$ cat src/srmc_pkg.sv
// srmc_pkg: shared types, constants and a helper function for the stepper ramp controller.
// Used by srmc_div and stepper_ramp_controller; depends on nothing else.
package srmc_pkg;

  // Transfer payloads
  typedef struct packed {
    logic               func;
    logic signed [15:0] step_count;
    logic [31:0]        now_us;
  } in_item_t;

  typedef struct packed {
    logic [3:0]  coil_pattern;
    logic        stepped;
    logic [15:0] steps_remaining;
    logic [11:0] position;
  } out_item_t;

  // Configuration register indexes
  localparam logic [1:0] CFG_STEPS_PER_REV = 2'd0;
  localparam logic [1:0] CFG_SPEED_RPM     = 2'd1;
  localparam logic [1:0] CFG_FOUR_WIRE     = 2'd2;

  localparam logic [12:0] RST_STEPS_PER_REV = 13'd200;
  localparam logic [9:0]  RST_SPEED_RPM     = 10'd60;

  // Command codes
  localparam logic FUNC_MOVE = 1'b0;

  // Divider geometry: 26-bit dividend (60e6 fits), 13-bit divisor, 2 bits per cycle
  localparam int DIV_W     = 26;
  localparam int DIVISOR_W = 13;
  localparam int DIV_ITER  = DIV_W / 2;
  localparam int DIV_CNT_W = $clog2(DIV_ITER);

  typedef struct packed {
    logic                 start;
    logic [DIV_W-1:0]     dividend;
    logic [DIVISOR_W-1:0] divisor;
  } div_req_t;

  typedef struct packed {
    logic             done;
    logic [DIV_W-1:0] quotient;
  } div_rsp_t;

  // Ramp constants
  localparam logic [DIV_W-1:0] US_PER_MIN  = 26'd60000000;
  localparam logic [15:0]      SMALL_STEPS = 16'd300;
  localparam logic [12:0]      RAMP_BASE   = 13'd4;
  // x/100 == (x*5243) >> 19 exactly for x < 43690
  localparam logic [12:0]      RECIP_100   = 13'd5243;
  localparam int               RECIP_SHIFT = 19;

  typedef enum logic [2:0] {
    ST_IDLE,
    ST_CMD,
    ST_SPD,
    ST_DIV1,
    ST_DIV2,
    ST_STEP,
    ST_FIN
  } state_e;

  // Coil drive for a phase; 2-wire: 2,3,1,0 and 4-wire: 5,6,10,9
  function automatic logic [3:0] coil_pattern_f(input logic four_wire, input logic [1:0] phase);
    logic [3:0] pat;
    pat = 4'd0;
    if (four_wire) begin
      unique case (phase)
        2'd0: pat = 4'd5;
        2'd1: pat = 4'd6;
        2'd2: pat = 4'd10;
        2'd3: pat = 4'd9;
      endcase
    end else begin
      unique case (phase)
        2'd0: pat = 4'd2;
        2'd1: pat = 4'd3;
        2'd2: pat = 4'd1;
        2'd3: pat = 4'd0;
      endcase
    end
    return pat;
  endfunction

endpackage

$ cat src/srmc_div.sv
// srmc_div: shared restoring divider, two quotient bits per cycle.
// Depends on srmc_pkg for widths and the request/response structs.
module srmc_div (
  input  logic               clk_i,
  input  logic               rst_ni,
  input  srmc_pkg::div_req_t req_i,
  output srmc_pkg::div_rsp_t rsp_o
);
  import srmc_pkg::*;

  logic                 busy_q, busy_d;
  logic                 done_q, done_d;
  logic [DIV_CNT_W-1:0] cnt_q, cnt_d;
  logic [DIV_W-1:0]     quo_q, quo_d;
  logic [DIVISOR_W-1:0] rem_q, rem_d;
  logic [DIVISOR_W-1:0] dsr_q, dsr_d;
  logic [DIVISOR_W-1:0] rem_mid;
  logic                 qb_hi, qb_lo;

  // One restoring step: shift in a dividend bit, subtract if it fits
  function automatic logic [DIVISOR_W:0] div_step(input logic [DIVISOR_W-1:0] rem,
                                                  input logic bit_in,
                                                  input logic [DIVISOR_W-1:0] dsr);
    logic [DIVISOR_W:0] t;
    logic               fits;
    t    = {rem, bit_in};
    fits = (t >= {1'b0, dsr});
    if (fits) t = t - {1'b0, dsr};
    return {fits, t[DIVISOR_W-1:0]};
  endfunction

  // Two chained steps per cycle
  always_comb begin
    {qb_hi, rem_mid} = div_step(rem_q, quo_q[DIV_W-1], dsr_q);
    {qb_lo, rem_d}   = div_step(rem_mid, quo_q[DIV_W-2], dsr_q);
  end

  // Iteration control
  always_comb begin
    busy_d = busy_q;
    done_d = 1'b0;
    cnt_d  = cnt_q;
    quo_d  = quo_q;
    dsr_d  = dsr_q;
    if (req_i.start) begin
      busy_d = 1'b1;
      cnt_d  = '0;
      quo_d  = req_i.dividend;
      dsr_d  = req_i.divisor;
    end else if (busy_q) begin
      quo_d = {quo_q[DIV_W-3:0], qb_hi, qb_lo};
      cnt_d = cnt_q + 1'b1;
      if (cnt_q == DIV_CNT_W'(DIV_ITER - 1)) begin
        busy_d = 1'b0;
        done_d = 1'b1;
      end
    end
  end

  always_ff @(posedge clk_i or negedge rst_ni) begin
    if (!rst_ni) begin
      busy_q <= 1'b0;
      done_q <= 1'b0;
      cnt_q  <= '0;
    end else begin
      busy_q <= busy_d;
      done_q <= done_d;
      cnt_q  <= cnt_d;
    end
  end

  // Datapath registers
  always_ff @(posedge clk_i) begin
    quo_q <= quo_d;
    dsr_q <= dsr_d;
    if (req_i.start) rem_q <= '0;
    else if (busy_q) rem_q <= rem_d;
  end

  assign rsp_o.done     = done_q;
  assign rsp_o.quotient = quo_q;

endmodule

$ cat src/stepper_ramp_controller.sv
// stepper_ramp_controller: top level, sequencer, ramp speed pick and step datapath.
// Depends on srmc_pkg and srmc_div (shared serial divider).
//
//   port group | direction | handshake          | payload
//   in         | input     | in_valid/in_stall  | func, step_count, now_us
//   out        | output    | out_valid/out_stall| coil_pattern, stepped, steps_remaining, position
//   cfg        | input     | cfg_we             | cfg_addr, cfg_wdata
//
// A poll with steps remaining passes the command and speed states, two passes through
// the shared divider (60e6/steps_per_rev, then /speed), then the step and finish states.
// A poll with nothing remaining goes from the speed state straight to the finish state.
// in_stall_o is high while an item is in work; a finished result waits in the output
// register, so the next item may be taken while out_stall_i holds it. Reset clears the
// control and motor state and drives no coils.
module stepper_ramp_controller #(
  parameter int MAX_STEPS_PER_REV = 4096
) (
  input  logic                clk_i,
  input  logic                rst_ni,
  input  logic                in_valid_i,
  output logic                in_stall_o,
  input  srmc_pkg::in_item_t  in_data_i,
  output logic                out_valid_o,
  input  logic                out_stall_i,
  output srmc_pkg::out_item_t out_data_o,
  input  logic                cfg_we_i,
  input  logic [1:0]          cfg_addr_i,
  input  logic [12:0]         cfg_wdata_i
);
  import srmc_pkg::*;

  localparam int REV_MAX = (MAX_STEPS_PER_REV < 8191) ? MAX_STEPS_PER_REV : 8191;
  localparam int POS_W   = $clog2(REV_MAX);

  // Configuration
  logic [12:0] steps_per_rev_q;
  logic [9:0]  speed_rpm_q;
  logic        four_wire_q;

  // State
  state_e            state_q, state_d;
  logic [15:0]       remaining_q;
  logic [15:0]       total_q;
  logic              forward_q;
  logic [POS_W-1:0]  step_pos_q;
  logic [31:0]       last_step_q;
  logic [3:0]        drive_q;
  logic              stepped_q;
  in_item_t          item_q;
  logic [DIVISOR_W-1:0] speed_q;
  logic [DIV_W-1:0]  delay_q;
  logic              out_valid_q;
  out_item_t         out_q;

  // Control
  logic     accept;
  logic     out_load;
  div_req_t div_req;
  div_rsp_t div_rsp;

  // Datapath nets
  logic [12:0]          rev_n;
  logic [15:0]          move_mag;
  logic [17:0]          rem_x4, tot_x3;
  logic [15:0]          done_cnt, ramp_x;
  logic [28:0]          ramp_prod;
  logic [DIVISOR_W-1:0] speed_d;
  logic [31:0]          elapsed;
  logic                 step_due;
  logic [13:0]          pos_w;
  logic [POS_W-1:0]     pos_next;

  assign accept = in_valid_i && !in_stall_o;

  // Configuration writes
  always_ff @(posedge clk_i or negedge rst_ni) begin
    if (!rst_ni) begin
      steps_per_rev_q <= RST_STEPS_PER_REV;
      speed_rpm_q     <= RST_SPEED_RPM;
      four_wire_q     <= 1'b1;
    end else if (cfg_we_i) begin
      unique case (cfg_addr_i)
        CFG_STEPS_PER_REV: steps_per_rev_q <= cfg_wdata_i;
        CFG_SPEED_RPM:     speed_rpm_q     <= cfg_wdata_i[9:0];
        CFG_FOUR_WIRE:     four_wire_q     <= cfg_wdata_i[0];
        default:           ;
      endcase
    end
  end

  // Effective steps per revolution: 0 -> 1, saturate at the maximum
  always_comb begin
    if (steps_per_rev_q == '0) rev_n = 13'd1;
    else if (steps_per_rev_q > 13'(REV_MAX)) rev_n = 13'(REV_MAX);
    else rev_n = steps_per_rev_q;
  end

  // Magnitude of the signed step count
  assign move_mag = item_q.step_count[15] ? (~item_q.step_count + 16'd1)
                                          : item_q.step_count;

  // Ramp speed pick
  always_comb begin
    rem_x4    = {remaining_q, 2'b00};
    tot_x3    = {1'b0, total_q, 1'b0} + {2'b00, total_q};
    done_cnt  = (total_q >= remaining_q) ? (total_q - remaining_q) : 16'd0;
    ramp_x    = (remaining_q < SMALL_STEPS) ? remaining_q : done_cnt;
    ramp_prod = 29'(ramp_x) * 29'(RECIP_100);
    if (remaining_q < SMALL_STEPS || rem_x4 >= tot_x3) begin
      speed_d = 13'(ramp_prod[28:RECIP_SHIFT]) + RAMP_BASE;
    end else if (speed_rpm_q == '0) begin
      speed_d = 13'd1;
    end else begin
      speed_d = 13'(speed_rpm_q);
    end
  end

  // Step decision and next position
  always_comb begin
    elapsed  = item_q.now_us - last_step_q;
    step_due = (elapsed >= 32'(delay_q));
    pos_w    = 14'(step_pos_q);
    if (forward_q) begin
      if (pos_w + 14'd1 >= {1'b0, rev_n}) pos_next = '0;
      else pos_next = step_pos_q + 1'b1;
    end else begin
      if (step_pos_q == '0 || pos_w >= {1'b0, rev_n}) pos_next = POS_W'(rev_n - 13'd1);
      else pos_next = step_pos_q - 1'b1;
    end
  end

  // Next state
  always_comb begin
    state_d = state_q;
    unique case (state_q)
      ST_IDLE: if (accept) state_d = ST_CMD;
      ST_CMD:  state_d = ST_SPD;
      ST_SPD:  state_d = (remaining_q == '0) ? ST_FIN : ST_DIV1;
      ST_DIV1: if (div_rsp.done) state_d = ST_DIV2;
      ST_DIV2: if (div_rsp.done) state_d = ST_STEP;
      ST_STEP: state_d = ST_FIN;
      ST_FIN:  if (out_load) state_d = ST_IDLE;
    endcase
  end

  // Sequencer outputs
  always_comb begin
    in_stall_o       = (state_q != ST_IDLE);
    out_load         = (state_q == ST_FIN) && (!out_valid_q || !out_stall_i);
    div_req.start    = 1'b0;
    div_req.dividend = US_PER_MIN;
    div_req.divisor  = rev_n;
    unique case (state_q)
      ST_SPD:  div_req.start = (remaining_q != '0);
      ST_DIV1: begin
        div_req.start    = div_rsp.done;
        div_req.dividend = div_rsp.quotient;
        div_req.divisor  = speed_q;
      end
      default: ;
    endcase
  end

  srmc_div u_div (
    .clk_i  (clk_i),
    .rst_ni (rst_ni),
    .req_i  (div_req),
    .rsp_o  (div_rsp)
  );

  // Control and motor state
  always_ff @(posedge clk_i or negedge rst_ni) begin
    if (!rst_ni) begin
      state_q     <= ST_IDLE;
      remaining_q <= '0;
      total_q     <= '0;
      forward_q   <= 1'b0;
      step_pos_q  <= '0;
      last_step_q <= '0;
      drive_q     <= '0;
      stepped_q   <= 1'b0;
      out_valid_q <= 1'b0;
    end else begin
      state_q <= state_d;
      if (state_q == ST_CMD) begin
        stepped_q <= 1'b0;
        if (item_q.func == FUNC_MOVE) begin
          remaining_q <= move_mag;
          total_q     <= move_mag;
          if (item_q.step_count[15]) forward_q <= 1'b0;
          else if (item_q.step_count != '0) forward_q <= 1'b1;
        end
      end
      if (state_q == ST_STEP && step_due) begin
        stepped_q   <= 1'b1;
        last_step_q <= item_q.now_us;
        step_pos_q  <= pos_next;
        remaining_q <= remaining_q - 16'd1;
        drive_q     <= coil_pattern_f(four_wire_q, pos_next[1:0]);
      end
      if (out_load) out_valid_q <= 1'b1;
      else if (!out_stall_i) out_valid_q <= 1'b0;
    end
  end

  // Payload registers
  always_ff @(posedge clk_i) begin
    if (accept) item_q <= in_data_i;
    if (state_q == ST_SPD) speed_q <= speed_d;
    if (state_q == ST_DIV2 && div_rsp.done) delay_q <= div_rsp.quotient;
    if (out_load) begin
      out_q.coil_pattern    <= drive_q;
      out_q.stepped         <= stepped_q;
      out_q.steps_remaining <= remaining_q;
      out_q.position        <= 12'(step_pos_q);
    end
  end

  assign out_valid_o = out_valid_q;
  assign out_data_o  = out_q;

endmodule

$ cat config.mk
export PLATFORM = sky130hd
export DESIGN_NAME = stepper_ramp_controller
export DESIGN_NICKNAME = d
export VERILOG_FILES = /design/src/srmc_pkg.sv /design/src/srmc_div.sv /design/src/stepper_ramp_controller.sv
export SDC_FILE = /design/constraint.sdc
export NUM_CORES = 1
export LEC_CHECK = 0
export ABC_AREA = 1
export BUFFER_PORTS_ARGS = -buffer_cell sky130_fd_sc_hd__buf_2
export CORE_MARGIN = 4
export CORE_UTILIZATION = 30
export DETAILED_ROUTE_END_ITERATION = 8
export SLEW_MARGIN = 20
export SYNTH_ARGS = -nofsm -noshare
export SYNTH_HDL_FRONTEND = slang
export SYNTH_SLANG_ARGS = --single-unit
$ cat constraint.sdc
create_clock -name clk_i -period 7.5 [get_ports clk_i]
set_input_delay 1.5 -clock clk_i [delete_from_list [all_inputs] [get_ports clk_i]]
set_output_delay 1.5 -clock clk_i [all_outputs]
set_load 0.01 [all_outputs]
==> out/results.tsv <==
stage	metric	value	unit
status	status	completed	
layout	nets	3436	
layout	fin cells	4080	
global_routing	largest net degree at the start of global routing	75	
global_routing	GRT Util Overall	14.4	%
detailed_routing	wire per inst	14.6	µm
detailed_routing	uppermost layer routed	met4	
power_and_ir_drop	Net Sw Frac	24.0	%
worst_setup_path	Critical Path Fanout Max	6	
die	# rows	101	
worst_setup_path	Reg2Reg Depth	33	
detailed_routing	initial drt markers	919	
power_and_ir_drop	Sequential Power Share	46.0	%
yosys	yosys warns	0	
detailed_routing	Metal-1 WL	27.8	mm
die	die width	285	µm
yosys	ranking of synthesized cells by area	edfxtp_1, ha_1, nand2_1	
detailed_routing	WL met3	2.32	mm
detailed_routing	met2 WL	27.8	mm
power_and_ir_drop	P_sw	0.000890	W
timing	hold violation count in the final report	0	
power_and_ir_drop	pwr dens	141	nW/µm²
global_routing	first-pass GRT wire length	95.4	mm
global_routing	global route overflow	0	
worst_setup_path	Worst EP required	7.79	ns
clocking	CTS clock-pin slew for the worst setup and hold paths	0.06	ns
detailed_routing	drt via density	4.56	
timing	minimum clock period	7.04	ns
worst_hold_path	Hold Path Depth	0	
place	HPWL Detailed	47.4	mm
clocking	CTS buffer count	37	
worst_hold_path	hold crit path type	register to register	
run	max-capacitance violation count	0	
yosys	Synthesized Nets	3280	
detailed_routing	final WL	59.4	mm
clocking	CTS Hold Buffers Added	0	
clocking	clock latency at the later pin of the worst-skew pair	0.56	ns
clocking	root buffer cell	clkbuf_16	
timing	Max Transition Viols Final	0	
detailed_routing	post-route ant nets	0	
yosys	Commonest cells post-synth	nand2_1, inv_1, ha_1, nor2_1, edfxtp_1	
detailed_routing	via count	18600	
timing	worst-margin pin slew	0.974	ns
timing	Setup violations, final	0	
worst_setup_path	Critical Path Start	total_q[3]	
yosys	number of flops mapped to enable cells by yosys	158	
yosys	ys async rst share	40.4	%
timing	Final Cycle Share	93.9	%
clocking	clk sinks	287	
worst_setup_path	Worst Setup Start Kind	register	
die	Initial Utilization	30.3	%
yosys	area share of the largest cell type after synthesis	20.6	%
place	PortBufs	103	
place	placer congestion estimate	0.895	
global_routing	vias in the first global route	18000	
layout	Layout fillers	7999	
power_and_ir_drop	Gate power share	6.0	%
yosys	register bit total from synthesis	287	
layout	layout overhead on the synthesized area	14.6	%
yosys	Synth Cell Area	23000	µm²
worst_setup_path	most used cell, CP	inv_1	
timing	Clock Skew	0.0290	ns
worst_setup_path	RR Endpoint	speed_q[8]	
die	# IOs	104	
die	Chip Height	285	µm
die	Core Region	76100	µm²
layout	share of cells above drive strength 1	10.1	%
yosys	cell with the most instances after synthesis	nand2_1	
timing	Slew headroom	34.7	%
worst_setup_path	CP max-delay cell	fa_1	
power_and_ir_drop	clock share of power	48.0	%
yosys	Post-Syn Instances	2864	
global_routing	initial antenna violation count	3	
yosys	Unique masters post-synth	58	
timing	fmax	0.142	GHz
worst_setup_path	WS Path Type	register to register	
yosys	Synth area leader	edfxtp_1	
yosys	sequential fraction of the synthesis area	34.4	%
yosys	Avg Cell Area, Syn	8.05	µm²
worst_setup_path	FF-to-FF Start	total_q[3]	
clocking	CTS tree	built	
timing	Min Hold Slack	0.448	ns
worst_setup_path	CP endpoint kind	register	
yosys	ys flop type	edfxtp_1	
power_and_ir_drop	worst IR drop on VDD	0.000104	V
clocking	Max clock buf depth	3	
clocking	H-tree Lvls	2	
worst_setup_path	setup slack, reg-to-reg	0.46	ns
power_and_ir_drop	internal power	0.00282	W
worst_setup_path	crit path capture	speed_q[8]	
place	dpl cells	4005	
worst_setup_path	max incr delay on CP	0.54	ns
detailed_routing	Post-route DRC	0	
detailed_routing	First-pass DRT Iterations	5	
die	die area	81300	µm²
power_and_ir_drop	Leak	13.5	nW
worst_setup_path	CP arrival	7.33	ns
power by group through the flow:
stage / clock network [W] / registers (W) / logic (W)
floorplan: 0 / 0.00173 / 0.000146
finish: 0.00178 / 0.00171 / 0.000224
CTS: 0.00184 / 0.00171 / 0.000224
global placement: 0 / 0.00174 / 0.000220
global route: 0.00190 / 0.00171 / 0.000254
detailed placement: 0 / 0.00174 / 0.000222
placed cells by master, fill, tap and decap left out, drive strengths merged, types with 5 or more instances in the layout:
cell    count
a21boi      8
a21o       11
a21oi     139
a22oi       6
a31oi       8
buf       157
clkbuf     51
clkinv     10
dfrtp     108
dfstp       8
dfxtp      13
edfxtp    158
fa         80
ha        267
inv       536
nand2     741
nand3     150
nand4      21
nor2      174
nor3       37
nor4       16
o21a        6
o21ai     173
o21bai     10
o31ai       5
or2         8
xnor2      38
xor2       71
worst min path at each step:
| stage | slack, ns | to | start |
|---|---|---|---|
| floorplan | 0.43 | out_data_o[28] | stepped_q |
| global placement | 0.43 | delay_q[24] | u_div.quo_q[24] |
| detailed placement | 0.43 | delay_q[2] | u_div.quo_q[2] |
| CTS | 0.45 | delay_q[22] | u_div.quo_q[22] |
| global route | 0.45 | delay_q[22] | u_div.quo_q[22] |
| finish | 0.45 | delay_q[22] | u_div.quo_q[22] |
sequential cells by signal, summed over array words and instances, names as in the netlist, 3 cells and up:
register	flops
remaining_q	16
out_data_o	33
u_div.cnt_q	4
delay_q	26
item_q	49
speed_rpm_q	10
state_q	3
u_div.dsr_q	13
u_div.quo_q	26
total_q	16
speed_q	11
u_div.rem_q	13
steps_per_rev_q	13
step_pos_q	12
last_step_q	32
drive_q	4
through the flow:
stage	total power, W	utilization, %	cell area (µm²)	setup TNS (ns)	setup slack, ns
after floorplan	0.00187	-	23000	0	0.206
after global placement	0.00196	32.9	25000	0	0.160
after detailed placement	0.00196	32.9	25000	0	0.0159
after CTS	0.00378	34.5	26200	0	0.00141
after global routing	0.00387	34.7	26400	-0.0909	-0.0496
final	0.00371	34.7	26400	0	0.461
area by class of cell:
cell class / count / area (µm²) / area share (%)
diodes: 1 / 2.50 / 0.00948
clock buffers: 51 / 1050 / 3.98
clock inverters: 17 / 173 / 0.654
inverters: 535 / 2010 / 7.61
multi-input cells: 2002 / 13000 / 49.4
flip-flops and latches: 287 / 7920 / 30.0
well taps: 1030 / 1290 / 4.88
repair buffers: 157 / 927 / 3.51
kinds of logic after synthesis:
| logic type | Yosys count | share of synthesized area, % |
|---|---|---|
| AO/OA/AOI/OAI | 390 | 9.53 |
| adder cells (fa/ha/maj) | 347 | 21.4 |
| AND/OR/NAND/NOR | 1154 | 20.7 |
| multiplexers | 2 | 0.0977 |
| XOR/XNOR | 109 | 4.14 |
| flip-flops | 287 | 34.4 |
| buffers and inverters | 575 | 9.71 |
what timing repair did:
item	in CTS	in global routing
endpoints found under the setup margin	0	9
gates resized for setup	0	37
setup buffers	0	6
hold endpoints to repair	0	0
worst max-delay path: cells and delay by family (launching register included):
kind | cells | cell delay (ns)
buffers and inverters | 6 | 0.43
AO/OA/AOI/OAI | 9 | 1.26
XOR/XNOR | 2 | 0.42
AND/OR/NAND/NOR | 8 | 0.98
flip-flops | 1 | 0.42
adder cells (fa/ha/maj) | 8 | 3.25
routing by layer:
metal	up-vias	track usage, %
met3	77	2.16
met4	0	3.78
met2	284	24.2
met5	-	0
li1	9591	-
met1	8657	19.3
Power figures use the tool's default switching activity.
